--- config.mk ---
export PLATFORM = sky130hd
export DESIGN_NAME = button_click_classifier_core
export DESIGN_NICKNAME = d
export VERILOG_FILES = /design/src/rtl/bcc_pkg.sv /design/src/rtl/bcc_fsm.sv /design/src/rtl/button_click_classifier_core.sv
export SDC_FILE = /design/constraint.sdc
export NUM_CORES = 1
export LEC_CHECK = 0
export ABC_AREA = 0
export BUFFER_PORTS_ARGS = -buffer_cell sky130_fd_sc_hd__buf_2
export CORE_UTILIZATION = 60
export CTS_CLUSTER_DIAMETER = 30
export CTS_CLUSTER_SIZE = 28
export DETAILED_ROUTE_END_ITERATION = 8
export PLACE_DENSITY = 0.79
export SETUP_SLACK_MARGIN = 0.1
export SLEW_MARGIN = 20
export SYNTH_ARGS = -nofsm -noshare
export SYNTH_HDL_FRONTEND = slang
export SYNTH_SLANG_ARGS = --single-unit
--- constraint.sdc ---
create_clock -name i_clk -period 6 [get_ports i_clk]
set_input_delay 1.5 -clock i_clk [delete_from_list [all_inputs] [get_ports i_clk]]
set_output_delay 1.5 -clock i_clk [all_outputs]
set_load 0.01 [all_outputs]
--- src/rtl/bcc_pkg.sv ---
// Shared types and constants for the button click classifier.
`timescale 1ns / 1ps

package bcc_pkg;

    // Phases of the click state machine; codes 6 and 7 are unused.
    typedef enum logic [2:0] {
        PH_WAIT_PRESS   = 3'd0,
        PH_DEB_PRESS    = 3'd1,
        PH_WAIT_RELEASE = 3'd2,
        PH_DEB_RELEASE  = 3'd3,
        PH_WAIT_DOUBLE  = 3'd4,
        PH_TIMEOUT_HOLD = 3'd5
    } t_phase;

    // Event codes reported on the result stream.
    typedef enum logic [2:0] {
        EV_CLICK     = 3'd0,
        EV_DOUBLE    = 3'd1,
        EV_LONG      = 3'd2,
        EV_VERY_LONG = 3'd3,
        EV_TIMEOUT   = 3'd4,
        EV_ERROR     = 3'd5
    } t_event;

    // Configuration register indexes.
    typedef enum logic [2:0] {
        CFG_LOW_PRESSED      = 3'd0,
        CFG_DEBOUNCE_PRESS   = 3'd1,
        CFG_DEBOUNCE_RELEASE = 3'd2,
        CFG_DOUBLE_WINDOW    = 3'd3,
        CFG_LONG_TIME        = 3'd4,
        CFG_VERY_LONG_TIME   = 3'd5,
        CFG_HOLD_TIMEOUT     = 3'd6
    } t_cfg_idx;

    // Configuration as seen by the state machine.
    typedef struct packed {
        logic        low_pressed;
        logic [15:0] debounce_press;
        logic [15:0] debounce_release;
        logic [15:0] double_window;
        logic [31:0] long_time;
        logic [31:0] very_long_time;
        logic [30:0] hold_timeout;
    } t_cfg;

    localparam logic        RST_LOW_PRESSED      = 1'b1;
    localparam logic [15:0] RST_DEBOUNCE_PRESS   = 16'd50;
    localparam logic [15:0] RST_DEBOUNCE_RELEASE = 16'd50;
    localparam logic [15:0] RST_DOUBLE_WINDOW    = 16'd300;
    localparam logic [31:0] RST_LONG_TIME        = 32'd1000;
    localparam logic [31:0] RST_VERY_LONG_TIME   = 32'd3000;
    localparam logic [30:0] RST_HOLD_TIMEOUT     = 31'd6000;

endpackage

--- src/rtl/bcc_fsm.sv ---
// Click classification state machine: one poll is evaluated per step.
`timescale 1ns / 1ps

module bcc_fsm
    import bcc_pkg::*;
(
    input  logic        i_clk,
    input  logic        i_rst_n,
    input  logic        i_step,
    input  logic        i_level,
    input  logic [31:0] i_now,
    input  t_cfg        i_cfg,
    output logic        o_emit,
    output t_event      o_event
);

    t_phase      r_phase,        n_phase;
    logic [31:0] r_press_start,  n_press_start;
    logic [31:0] r_last_mark,    n_last_mark;
    logic        r_second_click, n_second_click;

    logic        pressed;
    logic [31:0] since_press;
    logic [31:0] since_mark;

    always_comb begin
        pressed     = (i_level == ~i_cfg.low_pressed);
        since_press = i_now - r_press_start;
        since_mark  = i_now - r_last_mark;

        n_phase        = r_phase;
        n_press_start  = r_press_start;
        n_last_mark    = r_last_mark;
        n_second_click = r_second_click;
        o_emit         = 1'b0;
        o_event        = EV_CLICK;

        unique case (r_phase)
            PH_WAIT_PRESS: begin
                if (pressed) begin
                    n_press_start = i_now;
                    n_phase       = PH_DEB_PRESS;
                end
            end
            PH_DEB_PRESS: begin
                if (since_press > {16'd0, i_cfg.debounce_press}) begin
                    n_phase = pressed ? PH_WAIT_RELEASE : PH_WAIT_PRESS;
                end
            end
            PH_WAIT_RELEASE: begin
                if (!pressed) begin
                    if (since_press > i_cfg.very_long_time) begin
                        n_phase = PH_WAIT_PRESS;
                        o_emit  = 1'b1;
                        o_event = EV_VERY_LONG;
                    end else if (since_press > i_cfg.long_time) begin
                        n_phase = PH_WAIT_PRESS;
                        o_emit  = 1'b1;
                        o_event = EV_LONG;
                    end else begin
                        n_last_mark = i_now;
                        n_phase     = PH_DEB_RELEASE;
                    end
                end else if (since_press > {1'b0, i_cfg.hold_timeout}) begin
                    n_phase     = PH_TIMEOUT_HOLD;
                    n_last_mark = i_now;
                end
            end
            PH_DEB_RELEASE: begin
                // The level is not checked again once the release settles.
                if (since_mark > {16'd0, i_cfg.debounce_release}) begin
                    n_phase = PH_WAIT_DOUBLE;
                end
            end
            PH_WAIT_DOUBLE: begin
                if (pressed && !r_second_click) begin
                    // The second press keeps the first press start time.
                    n_last_mark    = i_now;
                    n_second_click = 1'b1;
                    n_phase        = PH_DEB_PRESS;
                end else if (since_mark > {16'd0, i_cfg.double_window}) begin
                    n_phase = PH_WAIT_PRESS;
                    o_emit  = 1'b1;
                    if (r_second_click) begin
                        n_second_click = 1'b0;
                        o_event        = EV_DOUBLE;
                    end else begin
                        o_event = EV_CLICK;
                    end
                end
            end
            PH_TIMEOUT_HOLD: begin
                if (!pressed) begin
                    if (since_mark > {16'd0, i_cfg.debounce_release}) begin
                        n_last_mark = i_now;
                        n_phase     = PH_WAIT_PRESS;
                        o_emit      = 1'b1;
                        o_event     = EV_TIMEOUT;
                    end
                end else begin
                    n_last_mark = i_now;
                    if (since_press > {i_cfg.hold_timeout, 1'b0}) begin
                        n_phase = PH_WAIT_PRESS;
                        o_emit  = 1'b1;
                        o_event = EV_ERROR;
                    end
                end
            end
            default: begin
                n_phase = PH_WAIT_PRESS;
            end
        endcase
    end

    always_ff @(posedge i_clk) begin
        if (!i_rst_n) begin
            r_phase        <= PH_WAIT_PRESS;
            r_press_start  <= 32'd0;
            r_last_mark    <= 32'd0;
            r_second_click <= 1'b0;
        end else if (i_step) begin
            r_phase        <= n_phase;
            r_press_start  <= n_press_start;
            r_last_mark    <= n_last_mark;
            r_second_click <= n_second_click;
        end
    end

endmodule

--- src/rtl/button_click_classifier_core.sv ---
// Top level of the button click classifier: stream ports, registers, pipeline.
`timescale 1ns / 1ps

// Each input item is one poll of a push button: the raw pin level and a
// millisecond timestamp that wraps modulo 2^32. The block debounces presses
// and releases and reports a click, double click, long click, very long
// click, a timeout after a long hold, or an error when the button stays held
// past twice the hold timeout; a poll that completes no gesture yields no
// result item. An item is registered on entry, evaluated by the state
// machine from the input register, and its event, if any, lands in the
// output register, so one item is taken every cycle while the output
// is not stalled. The input stage stalls only while the output
// register holds a result that the consumer has not taken. Configuration
// writes take effect at the next edge and are meant to happen while no poll
// is in flight.

module button_click_classifier_core
    import bcc_pkg::*;
(
    input  logic        i_clk,
    input  logic        i_rst_n,
    // Configuration write port.
    input  logic        i_cfg_we,
    input  logic [2:0]  i_cfg_addr,
    input  logic [31:0] i_cfg_data,
    // Poll stream.
    input  logic        i_s_tvalid,
    output logic        o_s_tready,
    input  logic [39:0] i_s_tdata,   // [0] level, [32:1] now_ms, [39:33] zero
    // Event stream.
    output logic        o_m_tvalid,
    input  logic        i_m_tready,
    output logic [7:0]  o_m_tdata    // [2:0] event_res, [7:3] zero
);

    t_cfg        r_cfg;

    // Input register.
    logic        r_in_valid;
    logic        r_in_level;
    logic [31:0] r_in_now;

    // Output register.
    logic        r_out_valid;
    t_event      r_out_event;

    logic        advance;
    logic        fsm_emit;
    t_event      fsm_event;

    // Configuration registers; an index past the last register is ignored.
    always_ff @(posedge i_clk) begin
        if (!i_rst_n) begin
            r_cfg.low_pressed      <= RST_LOW_PRESSED;
            r_cfg.debounce_press   <= RST_DEBOUNCE_PRESS;
            r_cfg.debounce_release <= RST_DEBOUNCE_RELEASE;
            r_cfg.double_window    <= RST_DOUBLE_WINDOW;
            r_cfg.long_time        <= RST_LONG_TIME;
            r_cfg.very_long_time   <= RST_VERY_LONG_TIME;
            r_cfg.hold_timeout     <= RST_HOLD_TIMEOUT;
        end else if (i_cfg_we) begin
            unique case (t_cfg_idx'(i_cfg_addr))
                CFG_LOW_PRESSED:      r_cfg.low_pressed      <= i_cfg_data[0];
                CFG_DEBOUNCE_PRESS:   r_cfg.debounce_press   <= i_cfg_data[15:0];
                CFG_DEBOUNCE_RELEASE: r_cfg.debounce_release <= i_cfg_data[15:0];
                CFG_DOUBLE_WINDOW:    r_cfg.double_window    <= i_cfg_data[15:0];
                CFG_LONG_TIME:        r_cfg.long_time        <= i_cfg_data;
                CFG_VERY_LONG_TIME:   r_cfg.very_long_time   <= i_cfg_data;
                CFG_HOLD_TIMEOUT:     r_cfg.hold_timeout     <= i_cfg_data[30:0];
                default: begin
                end
            endcase
        end
    end

    // The registered item moves through the state machine whenever the
    // output register is empty or is being emptied in this cycle.
    assign advance    = r_in_valid && (!r_out_valid || i_m_tready);
    assign o_s_tready = !r_in_valid || advance;

    always_ff @(posedge i_clk) begin
        if (!i_rst_n) begin
            r_in_valid <= 1'b0;
        end else if (o_s_tready) begin
            r_in_valid <= i_s_tvalid;
        end
    end

    always_ff @(posedge i_clk) begin
        if (o_s_tready && i_s_tvalid) begin
            r_in_level <= i_s_tdata[0];
            r_in_now   <= i_s_tdata[32:1];
        end
    end

    bcc_fsm u_fsm (
        .i_clk   (i_clk),
        .i_rst_n (i_rst_n),
        .i_step  (advance),
        .i_level (r_in_level),
        .i_now   (r_in_now),
        .i_cfg   (r_cfg),
        .o_emit  (fsm_emit),
        .o_event (fsm_event)
    );

    always_ff @(posedge i_clk) begin
        if (!i_rst_n) begin
            r_out_valid <= 1'b0;
        end else if (advance) begin
            r_out_valid <= fsm_emit;
        end else if (i_m_tready) begin
            r_out_valid <= 1'b0;
        end
    end

    always_ff @(posedge i_clk) begin
        if (advance && fsm_emit) begin
            r_out_event <= fsm_event;
        end
    end

    assign o_m_tvalid = r_out_valid;
    assign o_m_tdata  = {5'd0, r_out_event};

endmodule

# Word level (Yosys, flattened, before mapping)
# Cells that the tools add are included.
# word_totals
register_bits	250
in_bits	80
output_inout_bits	10
word_cells	118
# classes
add_sub_neg	2
order_cmp	7
n_eq_ne	22
muxes	45
bitwise_logic	1
n_reduce_logical	25
# ops
cell	count
32-bit two-way mux	7
32-bit by 16-bit greater-than comparator with 1-bit output	3
32-bit greater-than comparator	3
32-bit one-hot mux with 3 select lines	1
32-bit subtractor	2
3-bit two-way mux	18
32-bit by 31-bit greater-than comparator with 1-bit output	1
3-bit one-hot mux with 6 select lines	1
3-bit == test, second input constant	5
2-bit AND reduction	7
1-bit two-way mux	13
3-bit by 2-bit == test with 1-bit output, second input constant	4
3-bit one-hot mux with 3 select lines	1
2-bit by 1-bit != test with 1-bit output, second input constant	4
8-bit AND reduction	1
7-bit AND reduction	1
3-bit by 1-bit == test with 1-bit output, second input constant	2
3-bit logical NOT	2
2-bit two-way mux	3
3-bit by 1-bit != test with 1-bit output, second input constant	2
3-bit by 2-bit != test with 1-bit output, second input constant	2
3-bit != test, second input constant	2
3-bit AND reduction	2
1-bit logical AND	4
7 further kinds	11

# Longest topological paths before layout
# Gate-level depths: netlist (run 1).
# logic_depth
depth_word	7
mapped_depth	25

# By module
# A second synthesis (run 1) with hierarchy kept.
# unflattened
cells_unflattened	2130
hier_area_um2	18182.4
# modules_own_cells
module	n_inst	cells_per_inst	area_per_inst_um2
bcc_fsm	1	1553	11407.2
button_click_classifier_core	1	577	6775.2

# Worst setup path before layout (run 1)
# OpenSTA, ideal clock, no wires.
# synth_path
kind	reg-to-reg
start	register r_in_now[1]
end	register u_fsm.r_phase[0]
setup_ns	0.140
t_arrival_ns	5.096
required_ns	5.860
path_slack_ns	0.764
stages_incl_launch_ff	23
n_path_buf	0
synth_period_minus_slack_ns	5.236
path_cell_list	edfxtp_1 ha_1 nor2b_1 o2111ai_1 and2_1 o21ai_0 nor2b_1 o21ai_0 nand2b_1 a21oi_1 xnor2_1 ha_1 a21oi_1 nor2b_1 o21ai_0 or4b_2 o31ai_1 or3b_1 or4_1 or4_4 nor4_4 a2111oi_2 mux2i_1
# synth_via
elab_chain_cells	6
# synth_rtl
element	line	source
start: declaration	button_click_classifier_core.sv:41	logic [31:0] r_in_now;
start signal: assignment	button_click_classifier_core.sv:92	r_in_now <= i_s_tdata[32:1];
32-bit subtractor	bcc_fsm.sv:28	since_press = i_now - r_press_start;
32-bit greater-than comparator	bcc_fsm.sv:56	end else if (since_press > i_cfg.long_time) begin
2-bit two-way mux	bcc_fsm.sv:56	
3-bit two-way mux	bcc_fsm.sv:52	if (since_press > i_cfg.very_long_time) begin
3-bit two-way mux	bcc_fsm.sv:51	if (!pressed) begin
3-bit one-hot mux with 6 select lines	bcc_fsm.sv:38	unique case (r_phase)
end signal: assignment	bcc_fsm.sv:122	r_phase <= n_phase;
end: declaration	bcc_fsm.sv:17	t_phase r_phase, n_phase;
# Parallel ways exist; a longest one is shown, timed or not.
# A chain may end at the register's enable or synchronous reset.

# Worst setup path after layout (run 1)
# layout_path
start	register r_in_now[0]
end	register u_fsm.r_phase[2]
# layout_via
elab_chain_cells	4
# layout_rtl
element	line
32-bit subtractor (on tied branches)	bcc_fsm.sv:29, bcc_fsm.sv:28
32-bit by 16-bit greater-than comparator with 1-bit output (tied with other cells)	bcc_fsm.sv:71, bcc_fsm.sv:94
3-bit by 1-bit != test with 1-bit output (no source line) (tied with other cells)	n/a
8-bit AND reduction (no source line) *	n/a
# Every way passes the cells marked *; elsewhere a longest branch is shown, timed or not.

==> impl_metrics.ini, run 1 <==
[hold_path]
min_path_type = flip-flop to flip-flop

[synth]
ys_warn_count = 0
synth_top_flop_cell = dfxtp_1
async_reset_ff_share_pct = 0
ys_seq_area_share_pct = 30.72
ys_ff_latch = 250
synth_edf_count = 36
syn-instance-count = 2164
syn_area_per_cell_um2 = 8.070
syn-cell-area_um2 = 17460
yosys-top-cells-area = dfxtp_1, ha_1, nand2_1
yosys.area.top_type_share_pct = 24.53
ys_types = 83
synth_top_cell_by_area = dfxtp_1

[power_and_ir_drop]
p_leak_uw = 0.007937
total_power_uw = 6229
power_density_nw_per_um2 = 308.8
peakVddDrop_mv = 0.2301

[sta]
worst_slew_pin_slew_ns = 0.9311
fin_crit_sh_pct = 97.32
fin_worst_skew_ns = 0.01775
setup_viol = 0
whs_ns = 0.4582
rsz0062_at_grt = true
max_freq_mhz = 171.3
drv_slew = 0
relSlewSlack_pct = 37.71
finalHoldViolCount = 0
period_needed_ns = 5.839

[drt]
wl_um = 46930
vias_per_cell = 5.985
num_vias = 16005
drt_first_pass_iters = 5
wl_met3_um = 3240
met1_length_um = 19540
ant_nets = 0
highest_layer = met4
met2_length_um = 21860
wire_per_inst_um = 17.55
drt_iter0_drc = 1181
route.detailed.drc = 0

[floorplanning]
die_x_um = 172.6
core_area_um2 = 28700
ioPinCount = 90
core.rowCount = 62
start_util_pct = 60.84
die_h_um = 172.6
fp.dieArea_um2 = 29790

[place]
gp_congestion = 1.004
dp_hpwl_um = 33740
place_area_um2 = 18240
port_buffers = 77
dp_cells = 2570

[final_layout]
drive_gt1_share_pct = 10.83
final_design_area_no_fill_um2 = 20170
area_delta_synth_final_pct = 15.49
antenna_cells = 0
instances_no_fill = 2674
fin_nets = 2564
final_common_cell = nand2_1
layout_common_cells = nand2_1, ha_1, inv_1, dfxtp_1, a21boi_0

[status]
status = finished clean

[clocking]
cts_hold_buf = 0
clk_latency_ns = 0.56
path_clk_slew_ns = 0.05
clock-sinks = 250
cts_tree = yes
htreeDepth = 2
cts_buffer_depth = 3
numCtsBuffers = 53
root_buffer = clkbuf_16

[global_route]
grt_pass1_vias = 15529
grtUsageTotal_pct = 30.69
overflow = 0
grt_start_max_net_pins = 128
antenna_found_initial = 0
grt_pass1_wl_um = 74990

[worst_setup_path]
crit_type = flip-flop to flip-flop
worstPathArrival_ns = 6.24
critPathCaptureType = flip-flop
worst-path-max-fanout = 3
required_ns = 6.40
start_kind = flip-flop

[run]
maxCapViolations = 0
-- synthesized netlist by cell type, types with 13 or more instances --
library cell    n
a211oi_1       13
a21boi_0      147
a21o_1         51
a21oi_1       110
a31oi_1        15
and3_1         13
clkbuf_1       80
dfxtp_1       214
edfxtp_1       36
ha_1          233
inv_1         222
mux2i_1        39
nand2_1       456
nand2b_1       17
nand3_1        35
nand4_1        41
nor2_1         63
nor2b_1        26
nor3_1         18
o211ai_1       45
o21a_1         25
o21ai_0        56
xnor2_1        26
xor2_1         28
-- sequential cells by signal, indices dropped and copies added (netlist names), 3 cells and up --
| name | flops |
|---|---|
| r_cfg | 144 |
| u_fsm.r_last_mark | 32 |
| u_fsm.r_phase | 3 |
| r_out_event | 3 |
| u_fsm.r_press_start | 32 |
| r_in_now | 32 |
-- logic make-up after synthesis --
| kind of cell | after synthesis | share of synthesized area [%] |
|---|---|---|
| other | 1 | 0.02147 |
| muxes | 40 | 2.300 |
| and+or+nand+nor | 722 | 18.59 |
| buffers and inverters | 315 | 7.022 |
| DFF | 250 | 30.72 |
| AOI/OAI and AO/OA | 546 | 21.66 |
| adders and majority gates | 236 | 16.98 |
| xor gates and xnor gates | 54 | 2.708 |
-- layer usage --
| metal | vias to the layer above | track usage [%] |
|---|---|---|
| met1 | 7508 | 37.89 |
| met2 | 628 | 51.88 |
| met4 | 0 | 15.89 |
| li1 | 7705 | - |
| met5 | - | 0 |
| met3 | 164 | 4.573 |
-- stage by stage --
stage / setup slack [ns] / TNS [ns] / utilization, %
final: 0.1610 / 0 / 70.27
after global routing: -0.05708 / -0.1447 / 70.27
after CTS: 0.1066 / 0 / 69.70
after detailed placement: 0.1525 / 0 / 63.54
after global placement: 0.3138 / 0 / 63.54
after floorplan: 0.7645 / 0 / -
-- report_power, final --
group,switching (uW),internal (uW)
combinational,913,641
sequential,48.0,1760
clock,994,1870
total,1960,4270
-- path summary, 6_finish.rpt --
kind                         start                    end  slack, ns  depth (start not counted)
max                    r_in_now[0]       u_fsm.r_phase[2]       0.16                         22
min          u_fsm.r_last_mark[17]  u_fsm.r_last_mark[17]       0.46                          2
max reg2reg            r_in_now[0]       u_fsm.r_phase[2]       0.16                         22
min reg2reg  u_fsm.r_last_mark[17]  u_fsm.r_last_mark[17]       0.46                          2
-- cell type report --
cell class,instances,area [um2]
Multi-Input combinational cell,1603,10990
Inverter,223,837.1
Clock buffer,64,1419
Clock inverter,32,349.1
Sequential cell,250,5365
Tap cell,384,480.5
Timing Repair Buffer,118,729.5
Fill cell,2180,8534
-- critical path, stage by stage, from the launching register on --
cell and delay, ns:
edfxtp_1 0.41, inv_1 0.12, ha_1 0.21, inv_1 0.07, fa_1 0.42, a21oi_2 0.21
o21ai_2 0.12, o21ai_2 0.21, nand2_1 0.11, a21o_1 0.20, a21oi_1 0.17, xnor2_1 0.18
ha_1 0.31, nor2b_1 0.14, o21ai_0 0.18, or4b_2 0.66, o31ai_4 0.25, or3b_1 0.40
or4_1 0.43, or4_4 0.44, nor4_4 0.18, a2111oi_2 0.12, mux2i_1 0.15
-- timing repair --
| item | CTS | global route |
|---|---|---|
| setup buffers | 0 | 7 |
| setup endpoints to repair | 0 | 35 |
| resized for setup | 0 | 18 |
Power figures use the tool's default switching activity.
==> inputs of run 2 (changes only) <==
Settings changed: SETUP_SLACK_MARGIN 0.1 to 0.5.
==> run 2 against run 1 <==
- sequential share of layout area is 0.56 points lower
- sequential power hardly changed
- largest power group unchanged
- core utilization is 1.5 points higher
- power is 1.4% higher
- non-clock buffer count is 18 higher
==> impl_metrics.ini, run 2 (synthesized netlist as in run 1, its figures left out) <==
[status]
status = finished clean

[global_route]
antenna_found_initial = 0
grt_pass1_vias = 15667
overflow = 0
grt_pass1_wl_um = 76070
grtUsageTotal_pct = 31.19
grt_start_max_net_pins = 128

[drt]
wl_um = 47650
route.detailed.drc = 0
drt_first_pass_iters = 7
vias_per_cell = 5.960
wire_per_inst_um = 17.70
ant_nets = 0
num_vias = 16044
drt_iter0_drc = 1247

[sta]
fin_worst_skew_ns = 0.02146
rsz0062_at_grt = false
drv_slew = 0
whs_ns = 0.4589
setup_tns_ns = 0
max_freq_mhz = 184.4
relSlewSlack_pct = 36.66
worst_slew_pin_slew_ns = 0.9469
setup_viol = 0
finalHoldViolCount = 0
fin_crit_sh_pct = 90.38
period_needed_ns = 5.423

[final_layout]
final_common_cell = nand2_1
area_delta_synth_final_pct = 17.99
final_util_pct = 71.79
layout_common_cells = nand2_1, inv_1, ha_1, dfxtp_1, a21boi_0
fillerInstances = 2101
drive_gt1_share_pct = 13.43
max_flop_register = r_cfg
largest_register_ffs = 144
fin_nets = 2582
antenna_cells = 0

[floorplanning]
core.rowCount = 62
fp.dieArea_um2 = 29790
start_util_pct = 60.84
core_area_um2 = 28700
ioPinCount = 90
die_x_um = 172.6
die_h_um = 172.6

[run]
maxCapViolations = 0

[hold_path]
min_from = u_fsm.r_last_mark[15]
min_path_type = flip-flop to flip-flop
holdPathEnd = u_fsm.r_last_mark[15]
hold_depth = 2

[clocking]
numCtsBuffers = 53
path_clk_slew_ns = 0.05
root_buffer = clkbuf_16
cts_buffer_depth = 3
clk_latency_ns = 0.56
clock-sinks = 250
cts_tree = yes
htreeDepth = 2

[worst_setup_path]
start_kind = flip-flop
r2r_end = u_fsm.r_last_mark[1]
required_ns = 6.48
crit_type = flip-flop to flip-flop
r2r_cells = 27
r2r-start = r_in_now[0]
critPathCaptureType = flip-flop
worst-path-max-fanout = 16
worstPathArrival_ns = 5.90
r2r_slack_ns = 0.58

[power_and_ir_drop]
power_density_nw_per_um2 = 306.5
p_leak_uw = 0.008091
peakVddDrop_mv = 0.2315

[place]
gp_congestion = 1.004
port_buffers = 77
dp_hpwl_um = 33740
## run 2: changes by cell type in the layout (fill, tap and decap cells not counted), sizes merged
| cell | change |
|---|---|
| buf | +19 |
| clkbuf | -1 |
## run 2: final cells by class
type                    instances  area, um2  area share, %
repair buffers                136      870.8          4.226
well taps                     384      480.5          2.332
clock buffers                  64       1419          6.886
clock inverters                32      349.1          1.694
inverters                     223      837.1          4.062
flip-flops and latches        250       5365          26.04
multi-input cells            1603      11280          54.76
## run 2: metrics by stage
stage,area [um2],setup WS (ns),total power [uW],std cells
final,20600,0.5771,6316,2692
after global routing,20600,0.3136,6597,2692
after CTS,20250,0.5000,6237,2677
after detailed placement,18240,0.1525,3318,2570
after global placement,18240,0.3138,3242,2570
after floorplan,17480,0.7645,2859,2168
## run 2: timing repair
item | 4_1_cts | 5_1_grt
gates resized for setup | 28 | 52
hold buffers | 0 | 0
endpoints found under the setup margin | 35 | 39
setup buffers | 10 | 15
pin swaps | 9 | 16
gates cloned | 1 | 0
## run 2: power by group
part           internal [uW]  switching, uW  total (uW)
Combinational            696            946        1640
Sequential              1760           49.2        1810
Clock                   1870            992        2870
## run 2: critical path: stages, from the launching register on
cell and delay, ns:
edfxtp_1 0.40, inv_2 0.09, ha_1 0.18, inv_1 0.07, fa_2 0.42, a21oi_4 0.19, o21ai_4 0.10, o21ai_2 0.14
buf_4 0.14, a21oi_1 0.11, o2bb2ai_2 0.28, buf_4 0.16, o311ai_0 0.13, buf_4 0.19, ha_1 0.29, nand4_1 0.13
nor4_1 0.33, buf_4 0.20, and3_1 0.18, and3_1 0.18, mux2i_1 0.09, mux2i_1 0.23, o2bb2a_4 0.19, o22ai_1 0.12
a211oi_4 0.23, buf_4 0.19, buf_16 0.18, mux2i_1 0.20
## run 2: layer usage
layer	share of wire, %	up-vias	global-route usage, %	wire length [um]
li1	-	7736	-	-
met1	41	7495	38.45	19590
met2	47	649	52.59	22230
met3	7.4	164	4.903	3505
met4	4.9	0	16.18	2323
met5	0	-	0	0
## run 2: worst max-delay path by stage
| stage | from | endpoint | cells past startpoint |
|---|---|---|---|
| 2_1_floorplan | r_in_now[1] | u_fsm.r_phase[0] | 22 |
| 4_1_cts | r_in_now[0] | u_fsm.r_phase[2] | 22 |
| 6_report | r_in_now[0] | u_fsm.r_last_mark[1] | 27 |
| 3_5_place_dp | r_in_now[0] | u_fsm.r_phase[2] | 22 |
| 3_3_place_gp | r_in_now[0] | u_fsm.r_phase[2] | 22 |
| 5_1_grt | r_in_now[0] | u_fsm.r_last_mark[17] | 27 |
